### config.mk
export PLATFORM = sky130hd
export DESIGN_NAME = stun_binding_response_parser_top
export DESIGN_NICKNAME = d
export VERILOG_FILES = /design/src/sv/stunbrp_pkg.sv /design/src/sv/stun_binding_response_parser_top.sv
export SDC_FILE = /design/constraint.sdc
export NUM_CORES = 1
export LEC_CHECK = 0
export BUFFER_PORTS_ARGS = -buffer_cell sky130_fd_sc_hd__buf_2
export CORE_MARGIN = 8
export CORE_UTILIZATION = 40
export DETAILED_ROUTE_END_ITERATION = 8
export PLACE_DENSITY = 0.66
export SETUP_SLACK_MARGIN = 0.5
export SLEW_MARGIN = 25
export SYNTH_ARGS = -nofsm -noshare
export SYNTH_HDL_FRONTEND = slang
export SYNTH_SLANG_ARGS = --single-unit
### constraint.sdc
create_clock -name clk -period 18.9 [get_ports clk]
set_clock_uncertainty 0.05 [all_clocks]
set_input_delay 0.945 -clock clk [delete_from_list [all_inputs] [get_ports clk]]
set_output_delay 0.945 -clock clk [all_outputs]
set_load 0.01 [all_outputs]
### src/sv/stunbrp_pkg.sv
`timescale 1ns / 1ps
`default_nettype none

package stunbrp_pkg;

  localparam logic [15:0] MAX_DATAGRAM_BYTES = 16'd65535;

  localparam logic [31:0] COOKIE        = 32'h2112A442;
  localparam logic [15:0] TYPE_SUCCESS  = 16'h0101;
  localparam logic [15:0] ATTR_XOR_MAPPED = 16'h0020;
  localparam logic [15:0] ATTR_MAPPED   = 16'h0001;
  localparam logic [7:0]  FAMILY_V4     = 8'h01;
  localparam logic [16:0] END_SAT       = 17'h1FFFF;
  localparam logic [16:0] FIRST_ATTR    = 17'd20;
  localparam logic [15:0] HEADER_BYTES  = 16'd20;

  localparam logic [2:0] ST_OK           = 3'd0;
  localparam logic [2:0] ST_BAD_HEADER   = 3'd1;
  localparam logic [2:0] ST_TID_MISMATCH = 3'd2;
  localparam logic [2:0] ST_LEN_OVERRUN  = 3'd3;
  localparam logic [2:0] ST_ATTR_OVERRUN = 3'd4;
  localparam logic [2:0] ST_NONE         = 3'd5;
  localparam logic [2:0] ST_TOO_LONG     = 3'd6;

  // register select is paddr[3]: byte address 0 or 8
  localparam logic REG_TID_HIGH = 1'b0;
  localparam logic REG_TID_LOW  = 1'b1;

  typedef struct packed {
    logic [15:0] port;
    logic [31:0] address;
    logic [2:0]  status;
  } result_t;

endpackage

`default_nettype wire

### src/sv/stun_binding_response_parser_top.sv
// A result is loaded into the result register when the last byte leaves the input register.
// Throughput: one byte per cycle; the input register and the result register decouple
// the two sides, so a waiting result stalls input only when a further last byte arrives.
// Reset clears both transaction id registers and all per-datagram parse state.
// Per-datagram state returns to its reset value after every verdict.
`timescale 1ns / 1ps
`default_nettype none

module stun_binding_response_parser_top
  import stunbrp_pkg::*;
(
  input  wire logic        clk,
  input  wire logic        rst,
  // APB configuration
  input  wire logic        psel,
  input  wire logic        penable,
  input  wire logic        pwrite,
  input  wire logic [3:0]  paddr,
  input  wire logic [63:0] pwdata,
  output logic [63:0]      prdata,
  output logic             pready,
  // byte stream in
  input  wire logic        s_tvalid,
  output logic             s_tready,
  input  wire logic [7:0]  s_tdata,   // [7:0] data_byte
  input  wire logic        s_tlast,   // last_byte
  // verdict out
  output logic             m_tvalid,
  input  wire logic        m_tready,
  output logic [55:0]      m_tdata    // [2:0] status, [34:3] mapped_address,
                                      // [50:35] external port, [55:51] zero
);

  logic [31:0] tid_high;
  logic [63:0] tid_low;

  logic        in_valid;
  logic [7:0]  in_byte;
  logic        in_last;
  logic        proc;

  logic        out_valid;
  result_t     out_data;
  result_t     result_next;

  logic [15:0] byte_position, byte_position_next;
  logic [15:0] declared_length, declared_length_next;
  logic        header_good, header_good_next;
  logic        transaction_good, transaction_good_next;
  logic [16:0] next_attribute_start, next_attribute_start_next;
  logic [15:0] attribute_type_word, attribute_type_word_next;
  logic [15:0] attribute_length_word, attribute_length_word_next;
  logic [7:0]  family_byte, family_byte_next;
  logic [15:0] port_capture, port_capture_next;
  logic [31:0] address_capture, address_capture_next;
  logic        match_found, match_found_next;
  logic [16:0] required_end, required_end_next;
  logic [15:0] attr_start, attr_start_next;
  logic        in_attr, in_attr_next;
  logic        too_long, too_long_next;

  // ---------------- configuration
  assign pready = 1'b1;
  assign prdata = (paddr[3] == REG_TID_LOW) ? tid_low : {32'd0, tid_high};

  always_ff @(posedge clk) begin
    if (rst) begin
      tid_high <= '0;
      tid_low  <= '0;
    end else if (psel && penable && pwrite && pready) begin
      if (paddr[3] == REG_TID_LOW) begin
        tid_low <= pwdata;
      end else begin
        tid_high <= pwdata[31:0];
      end
    end
  end

  // ---------------- input register
  // only a last byte needs the result register free
  assign proc     = in_valid && (!in_last || !out_valid || m_tready);
  assign s_tready = !in_valid || proc;

  always_ff @(posedge clk) begin
    if (rst) begin
      in_valid <= 1'b0;
    end else if (s_tvalid && s_tready) begin
      in_valid <= 1'b1;
    end else if (proc) begin
      in_valid <= 1'b0;
    end
  end

  always_ff @(posedge clk) begin
    if (s_tvalid && s_tready) begin
      in_byte <= s_tdata;
      in_last <= s_tlast;
    end
  end

  // ---------------- parse step
  always_comb begin
    logic [4:0]  hi;
    logic [7:0]  expect_byte;
    logic [15:0] a_start;
    logic        a_in;
    logic [15:0] rel;
    logic [15:0] len_new;
    logic [16:0] padded;
    logic [17:0] end_full;
    logic [31:0] addr;
    logic [15:0] port;

    byte_position_next         = byte_position;
    declared_length_next       = declared_length;
    header_good_next           = header_good;
    transaction_good_next      = transaction_good;
    next_attribute_start_next  = next_attribute_start;
    attribute_type_word_next   = attribute_type_word;
    attribute_length_word_next = attribute_length_word;
    family_byte_next           = family_byte;
    port_capture_next          = port_capture;
    address_capture_next       = address_capture;
    match_found_next           = match_found;
    required_end_next          = required_end;
    attr_start_next            = attr_start;
    in_attr_next               = in_attr;
    too_long_next              = too_long;

    hi          = byte_position[4:0];
    expect_byte = '0;
    a_start     = attr_start;
    a_in        = in_attr;
    rel         = '0;
    len_new     = {attribute_length_word[7:0], in_byte};
    padded      = '0;
    end_full    = '0;
    addr        = '0;
    port        = '0;

    if (byte_position >= MAX_DATAGRAM_BYTES) begin
      too_long_next = 1'b1;
    end else if (!too_long) begin
      byte_position_next = byte_position + 16'd1;
      if (byte_position < HEADER_BYTES) begin
        priority if (hi < 5'd2) begin
          expect_byte = TYPE_SUCCESS[8*(5'd1 - hi) +: 8];
          if (in_byte != expect_byte) header_good_next = 1'b0;
        end else if (hi < 5'd4) begin
          declared_length_next = {declared_length[7:0], in_byte};
        end else if (hi < 5'd8) begin
          expect_byte = COOKIE[8*(5'd7 - hi) +: 8];
          if (in_byte != expect_byte) header_good_next = 1'b0;
        end else if (hi < 5'd12) begin
          expect_byte = tid_high[8*(5'd11 - hi) +: 8];
          if (in_byte != expect_byte) transaction_good_next = 1'b0;
        end else begin
          expect_byte = tid_low[8*(5'd19 - hi) +: 8];
          if (in_byte != expect_byte) transaction_good_next = 1'b0;
        end
      end else begin
        // an attribute header starts here if it fits in the declared message
        if (!match_found && ({1'b0, byte_position} == next_attribute_start) &&
            (({1'b0, next_attribute_start} + 18'd4) <=
             (18'd20 + {2'b00, declared_length}))) begin
          a_start = byte_position;
          a_in    = 1'b1;
        end
        attr_start_next = a_start;
        in_attr_next    = a_in;
        if (a_in) begin
          rel = byte_position - a_start;
          priority if (rel < 16'd2) begin
            attribute_type_word_next = {attribute_type_word[7:0], in_byte};
          end else if (rel < 16'd4) begin
            attribute_length_word_next = len_new;
            if (rel == 16'd3) begin
              padded   = ({1'b0, len_new} + 17'd3) & ~17'd3;
              end_full = {2'b00, a_start} + 18'd4 + {1'b0, padded};
              required_end_next = (end_full > {1'b0, END_SAT}) ? END_SAT : end_full[16:0];
              next_attribute_start_next = required_end_next;
              if (!((attribute_type_word == ATTR_XOR_MAPPED ||
                     attribute_type_word == ATTR_MAPPED) && len_new >= 16'd8)) begin
                in_attr_next = 1'b0;
              end
            end
          end else if (rel == 16'd5) begin
            family_byte_next = in_byte;
            if (in_byte == FAMILY_V4) match_found_next = 1'b1;
            else in_attr_next = 1'b0;
          end else if (rel == 16'd6 || rel == 16'd7) begin
            port_capture_next = {port_capture[7:0], in_byte};
          end else if (rel >= 16'd8 && rel < 16'd12) begin
            address_capture_next = {address_capture[23:0], in_byte};
            if (rel == 16'd11) in_attr_next = 1'b0;
          end else begin
            // reserved byte of the attribute or trailing value bytes
            in_attr_next = a_in;
          end
        end
      end
    end

    // verdict on the state as it stands after this byte
    result_next.status = ST_NONE;
    priority if (too_long_next) begin
      result_next.status = ST_TOO_LONG;
    end else if (byte_position_next < HEADER_BYTES || !header_good_next) begin
      result_next.status = ST_BAD_HEADER;
    end else if (!transaction_good_next) begin
      result_next.status = ST_TID_MISMATCH;
    end else if (({1'b0, declared_length_next} + 17'd20) > {1'b0, byte_position_next}) begin
      result_next.status = ST_LEN_OVERRUN;
    end else if (required_end_next > {1'b0, byte_position_next}) begin
      result_next.status = ST_ATTR_OVERRUN;
    end else if (match_found_next) begin
      result_next.status = ST_OK;
      addr = address_capture_next;
      port = port_capture_next;
      if (attribute_type_word_next == ATTR_XOR_MAPPED) begin
        addr = addr ^ COOKIE;
        port = port ^ COOKIE[31:16];
      end
    end else begin
      result_next.status = ST_NONE;
    end
    result_next.address = addr;
    result_next.port    = port;
  end

  always_ff @(posedge clk) begin
    if (rst || (proc && in_last)) begin
      byte_position         <= '0;
      declared_length       <= '0;
      header_good           <= 1'b1;
      transaction_good      <= 1'b1;
      next_attribute_start  <= FIRST_ATTR;
      attribute_type_word   <= '0;
      attribute_length_word <= '0;
      family_byte           <= '0;
      port_capture          <= '0;
      address_capture       <= '0;
      match_found           <= 1'b0;
      required_end          <= '0;
      attr_start            <= '0;
      in_attr               <= 1'b0;
      too_long              <= 1'b0;
    end else if (proc) begin
      byte_position         <= byte_position_next;
      declared_length       <= declared_length_next;
      header_good           <= header_good_next;
      transaction_good      <= transaction_good_next;
      next_attribute_start  <= next_attribute_start_next;
      attribute_type_word   <= attribute_type_word_next;
      attribute_length_word <= attribute_length_word_next;
      family_byte           <= family_byte_next;
      port_capture          <= port_capture_next;
      address_capture       <= address_capture_next;
      match_found           <= match_found_next;
      required_end          <= required_end_next;
      attr_start            <= attr_start_next;
      in_attr               <= in_attr_next;
      too_long              <= too_long_next;
    end
  end

  // ---------------- result register
  always_ff @(posedge clk) begin
    if (rst) begin
      out_valid <= 1'b0;
    end else if (proc && in_last) begin
      out_valid <= 1'b1;
    end else if (m_tready) begin
      out_valid <= 1'b0;
    end
  end

  always_ff @(posedge clk) begin
    if (proc && in_last) begin
      out_data <= result_next;
    end
  end

  assign m_tvalid = out_valid;
  assign m_tdata  = {5'd0, out_data};

  // ---------------- checks
  a_fail_zero: assert property (@(posedge clk) disable iff (rst)
    (out_valid && out_data.status != ST_OK) |-> (out_data.address == '0 && out_data.port == '0))
    else $error("non-ok verdict carries an address or port");

  a_status_range: assert property (@(posedge clk) disable iff (rst)
    out_valid |-> (out_data.status <= ST_TOO_LONG))
    else $error("verdict code out of range");

  a_clear_after_last: assert property (@(posedge clk) disable iff (rst)
    (proc && in_last) |=> (byte_position == '0 && !match_found && !too_long && !in_attr))
    else $error("datagram state not cleared after verdict");

  a_match_family: assert property (@(posedge clk) disable iff (rst)
    match_found |-> (family_byte == FAMILY_V4))
    else $error("match recorded without IPv4 family");

  a_ready_stall: assert property (@(posedge clk) disable iff (rst)
    !s_tready |-> (in_valid && in_last && out_valid && !m_tready))
    else $error("input stalled without a pending verdict");

endmodule

`default_nettype wire
==> results.sh, run 1 <==
export IMPL_grt_pass1_wl_mm=86.7
export IMPL_hold_viol_final=0
export IMPL_wl_per_cell_um=18.6
export IMPL_synth_cells=2202
export IMPL_core_area_mm2=0.0467
export IMPL_synth_top_area_frac=0.272
export IMPL_drtPass1Iterations=6
export IMPL_gp_congestion=0.895
export IMPL_ff2ff_path_depth=32
export IMPL_async_flop_share=0
export IMPL_power_density_mw_per_mm2=70.6
export IMPL_drive_gt1_frac=0.166
export IMPL_hp_class="register to register"
export IMPL_r2r_end="m_tdata[42]"
export IMPL_grtUsageTotal=0.198
export IMPL_initial_core_util=0.405
export IMPL_required_ps=19200
export IMPL_hold_end="required_end[11]"
export IMPL_min_from="required_end[11]"
export IMPL_arrival_ps=11270
export IMPL_cts_path_max_buffers=3
export IMPL_critPathSlowestCell="nand2_1"
export IMPL_finalSetupTns_ps=0
export IMPL_syn_area_mm2=0.0189
export IMPL_fin_crit_ps=10970
export IMPL_rsz0062_at_grt="false"
export IMPL_viasPerCell=5.53
export IMPL_grt_pass1_vias=15900
export IMPL_p_leak_nw=8.81
export IMPL_critPathMaxFanout=48
export IMPL_ys_ff_latch=317
export IMPL_max_cap_viol_count=0
export IMPL_nets=2500
export IMPL_cp_start_kind="register"
export IMPL_chipHeight_um=233
export IMPL_drc=0
export IMPL_synth_top_cells_by_count="nand2_1, dfxtp_1, a21oi_1"
export IMPL_cts_sinks=317
export IMPL_cts_tree="yes"
export IMPL_syn_area_per_cell_um2=8.59
export IMPL_drt_iter0_markers=1362
export IMPL_postCtsResizedCells=0
export IMPL_hold_depth=2
export IMPL_area_delta_synth_final_pct=13.0
export IMPL_reg2reg_from="declared_length[5]"
export IMPL_clockRootBuffer="clkbuf_16"
export IMPL_synth_edf_count=60
export IMPL_drt_wl_total_mm=55.0
export IMPL_io_buffers=197
export IMPL_critPathCaptureType="register"
export IMPL_status="finished, final reports clean"
export IMPL_reg2reg_slack_ps=7930
export IMPL_setup_viol=0
export IMPL_die_x_um=233
export IMPL_cts_htree_levels=2
export IMPL_io_pins=207
export IMPL_synth_flop_cell="dfxtp_1"
export IMPL_fmax_ghz=0.0912
export IMPL_drt_antenna_violating_nets=0
export IMPL_grt_ovfl_total=0
export IMPL_synth_cell_types=79
export IMPL_clock_latency_ps=560
export IMPL_antenna_found_initial=3
export IMPL_whs_ps=402
export IMPL_hold_buffers=0
export IMPL_timing_final_crit_share=0.580
export IMPL_dieArea_mm2=0.0545
export IMPL_max_stage_delay_ps=810
export IMPL_grt_max_degree=93
export IMPL_cts_buffers=36
export IMPL_critPathKind="register to register"
export IMPL_yosysWarnings=0
export IMPL_ir_drop_v=0.0000585
export IMPL_post_cts_buffers=0
export IMPL_synth_yosys_seq_area_share=0.367
export IMPL_slew_headroom=0.301
export IMPL_dp_hpwl_mm=38.9
export IMPL_tightest_slew_ps=1050
export IMPL_drv_slew=0
export IMPL_synth_most_common_cell="nand2_1"
export IMPL_path_clk_slew_ps=60
export IMPL_post_synth_top_area_cell="dfxtp_1"
export IMPL_vias=16300
export IMPL_std_cell_rows=79
export IMPL_yosys_top_cells_area="dfxtp_1, edfxtp_1, nand2_1"
critical path, delay by kind of cell, from the launching register on:
family	cells	cell delay [ps]
xor+xnor	2	320
compound gates	15	3570
mux	2	1050
simple gates	10	4240
flops	1	590
fa+ha+maj	3	910
logic make-up after synthesis:
family          count (synthesis)  share of synthesized area
mux                           216                      0.134
flops                         317                      0.367
simple gates                  862                      0.206
compound gates                378                      0.119
fa+ha+maj                     100                     0.0670
other cells                     2                   0.000397
xor+xnor                      128                     0.0593
buf+inv                       199                     0.0476
power breakdown:
part,switching (mW),internal [mW]
registers,0.00625,0.695
clock network,0.291,0.399
logic,0.0756,0.0415
cell usage in the layout, fill, tap and decap left out, types with 11 or more instances in the layout:
master,n
a211oi_1,26
a21o_1,17
a21oi_1,212
and2_1,42
and3_1,21
and4_1,11
buf_2,197
buf_4,30
clkbuf_16,37
dfxtp_1,255
edfxtp_1,60
ha_1,98
inv_1,42
mux2_2,50
mux2i_1,141
mux4_2,24
nand2_1,406
nand2b_1,13
nand3_1,46
nand4_1,23
nor2_1,197
nor2b_1,13
nor3_1,26
nor4_1,17
o21ai_0,48
xnor2_1,59
xor2_1,69
state kept, by name, summed over array words and instances (netlist names), 8 cells and up:
register               cells
attr_start                16
tid_low                   64
byte_position             16
attribute_type_word       16
address_capture           32
in_byte                    8
port_capture              16
m_tdata                   51
attribute_length_word      8
required_end              17
next_attribute_start      17
tid_high                  32
declared_length           16
worst max-delay path by stage:
stage | end | slack, ps | startpoint | cells after the start
global route | m_tdata[31] | 7160 | declared_length[5] | 36
floorplan | m_tdata[37] | 10760 | declared_length[5] | 39
global placement | m_tdata[7] | 8280 | declared_length[2] | 32
finish | m_tdata[42] | 7930 | declared_length[5] | 32
detailed placement | m_tdata[18] | 8120 | declared_length[2] | 35
CTS | m_tdata[31] | 8040 | declared_length[5] | 32
metal layers:
| metal | up-vias | share of wire | GRT usage |
|---|---|---|---|
| met2 | 562 | 0.46 | 0.325 |
| li1 | 7879 | - | - |
| met4 | 4 | 0.023 | 0.0555 |
| met3 | 88 | 0.076 | 0.0455 |
| met1 | 7785 | 0.44 | 0.258 |
| met5 | - | 0.00051 | 0 |
final cells by class:
| type | instances | area, µm² |
|---|---|---|
| antenna | 1 | 2.50 |
| clock buffer | 50 | 1030 |
| clock inverter | 16 | 124 |
| fill | 4502 | 25300 |
| inverter | 44 | 165 |
| multi-input combinational | 1690 | 11100 |
| sequential | 317 | 6950 |
| tap | 607 | 759 |
| timing repair buffer | 227 | 1210 |
metrics by stage:
stage	setup WS (ps)	utilization	total power, mW	area, µm²	cells
6_report	7930	0.458	1.51	21400	2952
3_5_place_dp	8120	0.433	0.832	20200	2885
4_1_cts	8040	0.458	1.52	21400	2951
3_3_place_gp	8280	0.433	0.829	20200	2885
5_1_grt	7160	0.458	1.57	21400	2951
2_1_floorplan	10760	-	0.791	18900	2206
(Power assumes the default switching activity.)
==> run 2, diff against run 1 <==
--- a/config.mk
+++ b/config.mk
@@ -9,7 +9,7 @@
 export CORE_MARGIN = 8
 export CORE_UTILIZATION = 40
 export DETAILED_ROUTE_END_ITERATION = 8
-export PLACE_DENSITY = 0.66
+export PLACE_DENSITY = 0.68
 export SETUP_SLACK_MARGIN = 0.5
 export SLEW_MARGIN = 25
 export SYNTH_ARGS = -nofsm -noshare
==> constraint.sdc (replaced) <==
create_clock -name clk -period 9.5 [get_ports clk]
set_clock_uncertainty 0.05 [all_clocks]
set_input_delay 0.475 -clock clk [delete_from_list [all_inputs] [get_ports clk]]
set_output_delay 0.475 -clock clk [all_outputs]
set_load 0.01 [all_outputs]
==> results.sh, run 2 (synthesis results as in run 1) <==
export IMPL_viasPerCell=5.53
export IMPL_fillers=4461
export IMPL_cts_htree_levels=2
export IMPL_die_x_um=233
export IMPL_cts_buffers=37
export IMPL_grt_pass1_vias=16100
export IMPL_final_cell_mix="nand2_1, dfxtp_1, a21oi_1"
export IMPL_ir_drop_v=0.000155
export IMPL_antenna_found_initial=1
export IMPL_critPathSlowestCell="dfxtp_1"
export IMPL_largest_reg_flops=64
export IMPL_reg2reg_slack_ps=1070
export IMPL_status="finished, final reports clean"
export IMPL_regArea_mm2=0.00695
export IMPL_final_cell_area_mm2=0.0216
export IMPL_cts_path_max_buffers=3
export IMPL_met3_usage=0.0493
export IMPL_placed_cells=2900
export IMPL_max_stage_delay_ps=450
export IMPL_grt_max_degree=99
export IMPL_met1_usage=0.256
export IMPL_stdcell_count=2971
export IMPL_drc=0
export IMPL_crit_family="compound AO/OA/AOI/OAI gates"
export IMPL_setup_viol=0
export IMPL_fmax_ghz=0.119
export IMPL_area_delta_synth_final_pct=14.5
export IMPL_grt_pass1_wl_mm=86.8
export IMPL_top_usage_layer="met2"
export IMPL_top_register="tid_low"
export IMPL_nets=2518
export IMPL_multiInputGateArea_mm2=0.0111
export IMPL_critPathCaptureType="register"
export IMPL_drt_antenna_violating_nets=0
export IMPL_core_area_mm2=0.0467
export IMPL_vias=16400
export IMPL_layout_commonest_cell="nand2_1"
export IMPL_grt_ovfl_total=0
export IMPL_rsz0062_at_grt="false"
export IMPL_crit_buf_inv=6
export IMPL_max_cap_viol_count=0
export IMPL_dieArea_mm2=0.0545
export IMPL_drt_iter0_markers=1346
export IMPL_hold_viol_final=0
export IMPL_slew_headroom=0.305
export IMPL_drive_gt1_frac=0.178
export IMPL_grtUsageTotal=0.198
export IMPL_wl_per_cell_um=18.7
export IMPL_required_ps=9850
export IMPL_io_buffers=197
export IMPL_p_leak_nw=8.96
export IMPL_gp_congestion=0.897
export IMPL_cts_tree="yes"
export IMPL_clockRootBuffer="clkbuf_16"
export IMPL_placedInstanceArea_mm2=0.0203
export IMPL_initial_core_util=0.405
export IMPL_finalSetupTns_ps=0
export IMPL_fin_crit_ps=8430
export IMPL_clock_latency_ps=560
export IMPL_drv_slew=0
export IMPL_dp_hpwl_mm=39.2
export IMPL_drt_wl_total_mm=55.6
export IMPL_arrival_ps=8780
export IMPL_timing_final_crit_share=0.887
export IMPL_drtPass1Iterations=6
export IMPL_power_density_mw_per_mm2=143
export IMPL_cp_common_cell="buf_4"
export IMPL_hp_class="input pin to register"
export IMPL_grt_use_met2=0.317
export IMPL_cp_start_kind="register"
export IMPL_tightest_slew_ps=1040
export IMPL_io_pins=207
export IMPL_path_clk_slew_ps=60
export IMPL_critPathMaxFanout=48
export IMPL_cts_sinks=317
export IMPL_chipHeight_um=233
export IMPL_std_cell_rows=79
export IMPL_critPathKind="register to register"
-- run 2: cell count changes in the layout (fill, tap and decap cells not counted), sizes merged --
cell      delta
buf         +17
bufinv       +2
clkbuf       -1
clkinv       +3
clkinvlp     -1
inv          -1
-- run 2: power by group --
group	switching, mW	total [mW]	internal [mW]
Sequential	0.0115	1.39	1.38
Combinational	0.153	0.237	0.0841
Clock	0.594	1.47	0.872
-- run 2: metrics by stage --
| stage | hold WS [ps] | utilization | worst slack [ps] | power [mW] |
|---|---|---|---|---|
| finish | 51.9 | 0.464 | 1070 | 3.10 |
| global route | 34.5 | 0.464 | 520 | 3.21 |
| CTS | 26.0 | 0.462 | 539 | 3.12 |
| detailed placement | 394 | 0.435 | 623 | 1.66 |
| global placement | 385 | 0.435 | 846 | 1.65 |
| floorplan | 378 | - | 1360 | 1.57 |
-- run 2: final cells by class --
class                           instances  share of cell area
Clock buffer                           49              0.0487
Sequential cell                       317               0.321
Inverter                               44             0.00763
Timing Repair Buffer                  244              0.0628
Multi-Input combinational cell       1690               0.515
Antenna cell                            1            0.000116
Tap cell                              607              0.0351
Clock inverter                         19             0.00977
-- run 2: repair_timing --
item | 4_1_cts | 5_1_grt
gates resized for setup | 0 | 15
hold buffers | 0 | 0
setup buffers | 0 | 2
endpoints found under the setup margin | 0 | 50
-- run 2: path summary, 6_finish.rpt --
path / from / cells past startpoint / end
setup / recovery: declared_length[7] / 36 / m_tdata[19]
hold reg to reg: address_capture[26] / 2 / address_capture[26]
setup reg to reg: declared_length[7] / 36 / m_tdata[19]
hold / removal: s_tdata[2] / 1 / in_byte[2]
-- run 2: layer usage --
layer / wire length [µm] / vias up
li1: - / 7913
met1: 23800 / 7792
met2: 25200 / 624
met3: 4860 / 108
met4: 1660 / 2
met5: 12 / -
==> run 3, diff against run 2 <==
--- a/config.mk
+++ b/config.mk
@@ -6,10 +6,12 @@
 export NUM_CORES = 1
 export LEC_CHECK = 0
 export BUFFER_PORTS_ARGS = -buffer_cell sky130_fd_sc_hd__buf_2
+export CELL_PAD_IN_SITES_DETAIL_PLACEMENT = 1
+export CELL_PAD_IN_SITES_GLOBAL_PLACEMENT = 2
 export CORE_MARGIN = 8
-export CORE_UTILIZATION = 40
+export CORE_UTILIZATION = 33
 export DETAILED_ROUTE_END_ITERATION = 8
-export PLACE_DENSITY = 0.68
+export PLACE_DENSITY = 0.85
 export SETUP_SLACK_MARGIN = 0.5
 export SLEW_MARGIN = 25
 export SYNTH_ARGS = -nofsm -noshare
==> results.sh, run 3 (synthesis results as in run 1) <==
export IMPL_clockRootBuffer="clkbuf_16"
export IMPL_status="finished, final reports clean"
export IMPL_fmax_ghz=0.118
export IMPL_area_delta_synth_final_pct=16.4
export IMPL_viasPerCell=5.36
export IMPL_max_cap_viol_count=0
export IMPL_slew_headroom=0.331
export IMPL_nets=2537
export IMPL_drive_gt1_frac=0.185
export IMPL_path_clk_slew_ps=60
export IMPL_grt_pass1_vias=17600
export IMPL_rsz0062_at_grt="false"
export IMPL_m1WireLength_mm=28.4
export IMPL_drt_iter0_markers=918
export IMPL_io_buffers=197
export IMPL_grt_pass1_wl_mm=101
export IMPL_utilization=0.389
export IMPL_hold_viol_final=0
export IMPL_cp_start_kind="register"
export IMPL_critPathCaptureType="register"
export IMPL_timing_final_crit_share=0.888
export IMPL_cts_path_max_buffers=3
export IMPL_critPathMaxFanout=7
export IMPL_critPathSlowestCell="fa_1"
export IMPL_route_met2_wl_mm=31.7
export IMPL_chipHeight_um=255
export IMPL_die_x_um=255
export IMPL_max_stage_delay_ps=410
export IMPL_critPathKind="register to register"
export IMPL_largest_reg_flops=64
export IMPL_diodes=0
export IMPL_power_density_mw_per_mm2=138
export IMPL_cts_htree_levels=2
export IMPL_antenna_found_initial=1
export IMPL_drt_antenna_violating_nets=0
export IMPL_wl_met3_mm=3.26
export IMPL_fin_crit_ps=8440
export IMPL_layout_commonest_cell="nand2_1"
export IMPL_top_register="tid_low"
export IMPL_final_cell_mix="nand2_1, dfxtp_1, a21oi_1"
export IMPL_setup_viol=0
export IMPL_io_pins=207
export IMPL_ir_drop_v=0.000128
export IMPL_drtPass1Iterations=7
export IMPL_required_ps=9860
export IMPL_initial_core_util=0.335
export IMPL_dp_hpwl_mm=46.9
export IMPL_grtUsageTotal=0.190
export IMPL_dieArea_mm2=0.0652
export IMPL_cts_sinks=317
export IMPL_cts_tree="yes"
export IMPL_gp_congestion=0.879
export IMPL_vias=16800
export IMPL_drv_slew=0
export IMPL_finalSetupTns_ps=0
export IMPL_arrival_ps=8790
export IMPL_p_leak_nw=9.04
export IMPL_hold_buffers=0
export IMPL_std_cell_rows=87
export IMPL_drt_wl_total_mm=65.4
export IMPL_cts_buffers=37
export IMPL_drc=0
export IMPL_core_area_mm2=0.0565
export IMPL_clock_latency_ps=560
export IMPL_hp_class="input pin to register"
export IMPL_grt_ovfl_total=0
export IMPL_grt_max_degree=87
export IMPL_tightest_slew_ps=994
export IMPL_wl_per_cell_um=20.9
export IMPL_routed_top_layer="met5"
## run 3: worst max-delay path: cells and delay by family (launching register included)
kind / cells / cell delay (ps)
buffers and inverters: 4 / 700
AND/OR/NAND/NOR: 10 / 1540
flip-flops: 1 / 380
adder cells (fa/ha/maj): 5 / 1560
multiplexers: 1 / 310
XOR/XNOR: 1 / 160
AO/OA/AOI/OAI: 19 / 3580
## run 3: per-stage QoR
step | setup slack, ps | cell area [µm²] | instances | total power, mW | hold slack [ps]
final | 1060 | 22000 | 3134 | 3.04 | 54.7
after global routing | 487 | 22000 | 3134 | 3.14 | 39.7
after CTS | 597 | 21700 | 3118 | 3.07 | 22.3
after detailed placement | 627 | 20500 | 3054 | 1.67 | 394
after global placement | 965 | 20500 | 3054 | 1.66 | 387
after floorplan | 1360 | 18900 | 2206 | 1.57 | 378
## run 3: layer usage
| layer | vias up | track usage |
|---|---|---|
| met5 | - | 0 |
| met4 | 2 | 0.0577 |
| met2 | 407 | 0.328 |
| li1 | 7940 | - |
| met3 | 117 | 0.0347 |
| met1 | 8344 | 0.237 |
## run 3: path summary, 6_finish.rpt
path,slack [ps],cells past startpoint,endpoint,start
setup / recovery,1060,40,m_tdata[29],next_attribute_start[5]
hold / removal,50,1,in_last,s_tlast
setup reg to reg,1060,40,m_tdata[29],next_attribute_start[5]
hold reg to reg,400,2,address_capture[24],address_capture[24]
## run 3: area by class of cell
type                       count  area, µm²
timing repair buffer         263       1600
tap                          756        946
fill                        6738      34500
clock inverter                12       93.8
clock buffer                  52       1070
multi-input combinational   1690      11200
sequential                   317       6960
inverter                      44        165
## run 3: where the power goes
group / total [mW] / leakage, nW / internal, mW / switching (mW)
combinational: 0.246 / 5.74 / 0.0870 / 0.159
clock: 1.40 / 0.575 / 0.793 / 0.602
sequential: 1.39 / 2.73 / 1.38 / 0.0122
total: 3.04 / 9.04 / 2.26 / 0.773
## run 3: timing repair
item,CTS,global route
setup buffers,0,9
endpoints found under the setup margin,0,50
resized for setup,0,33
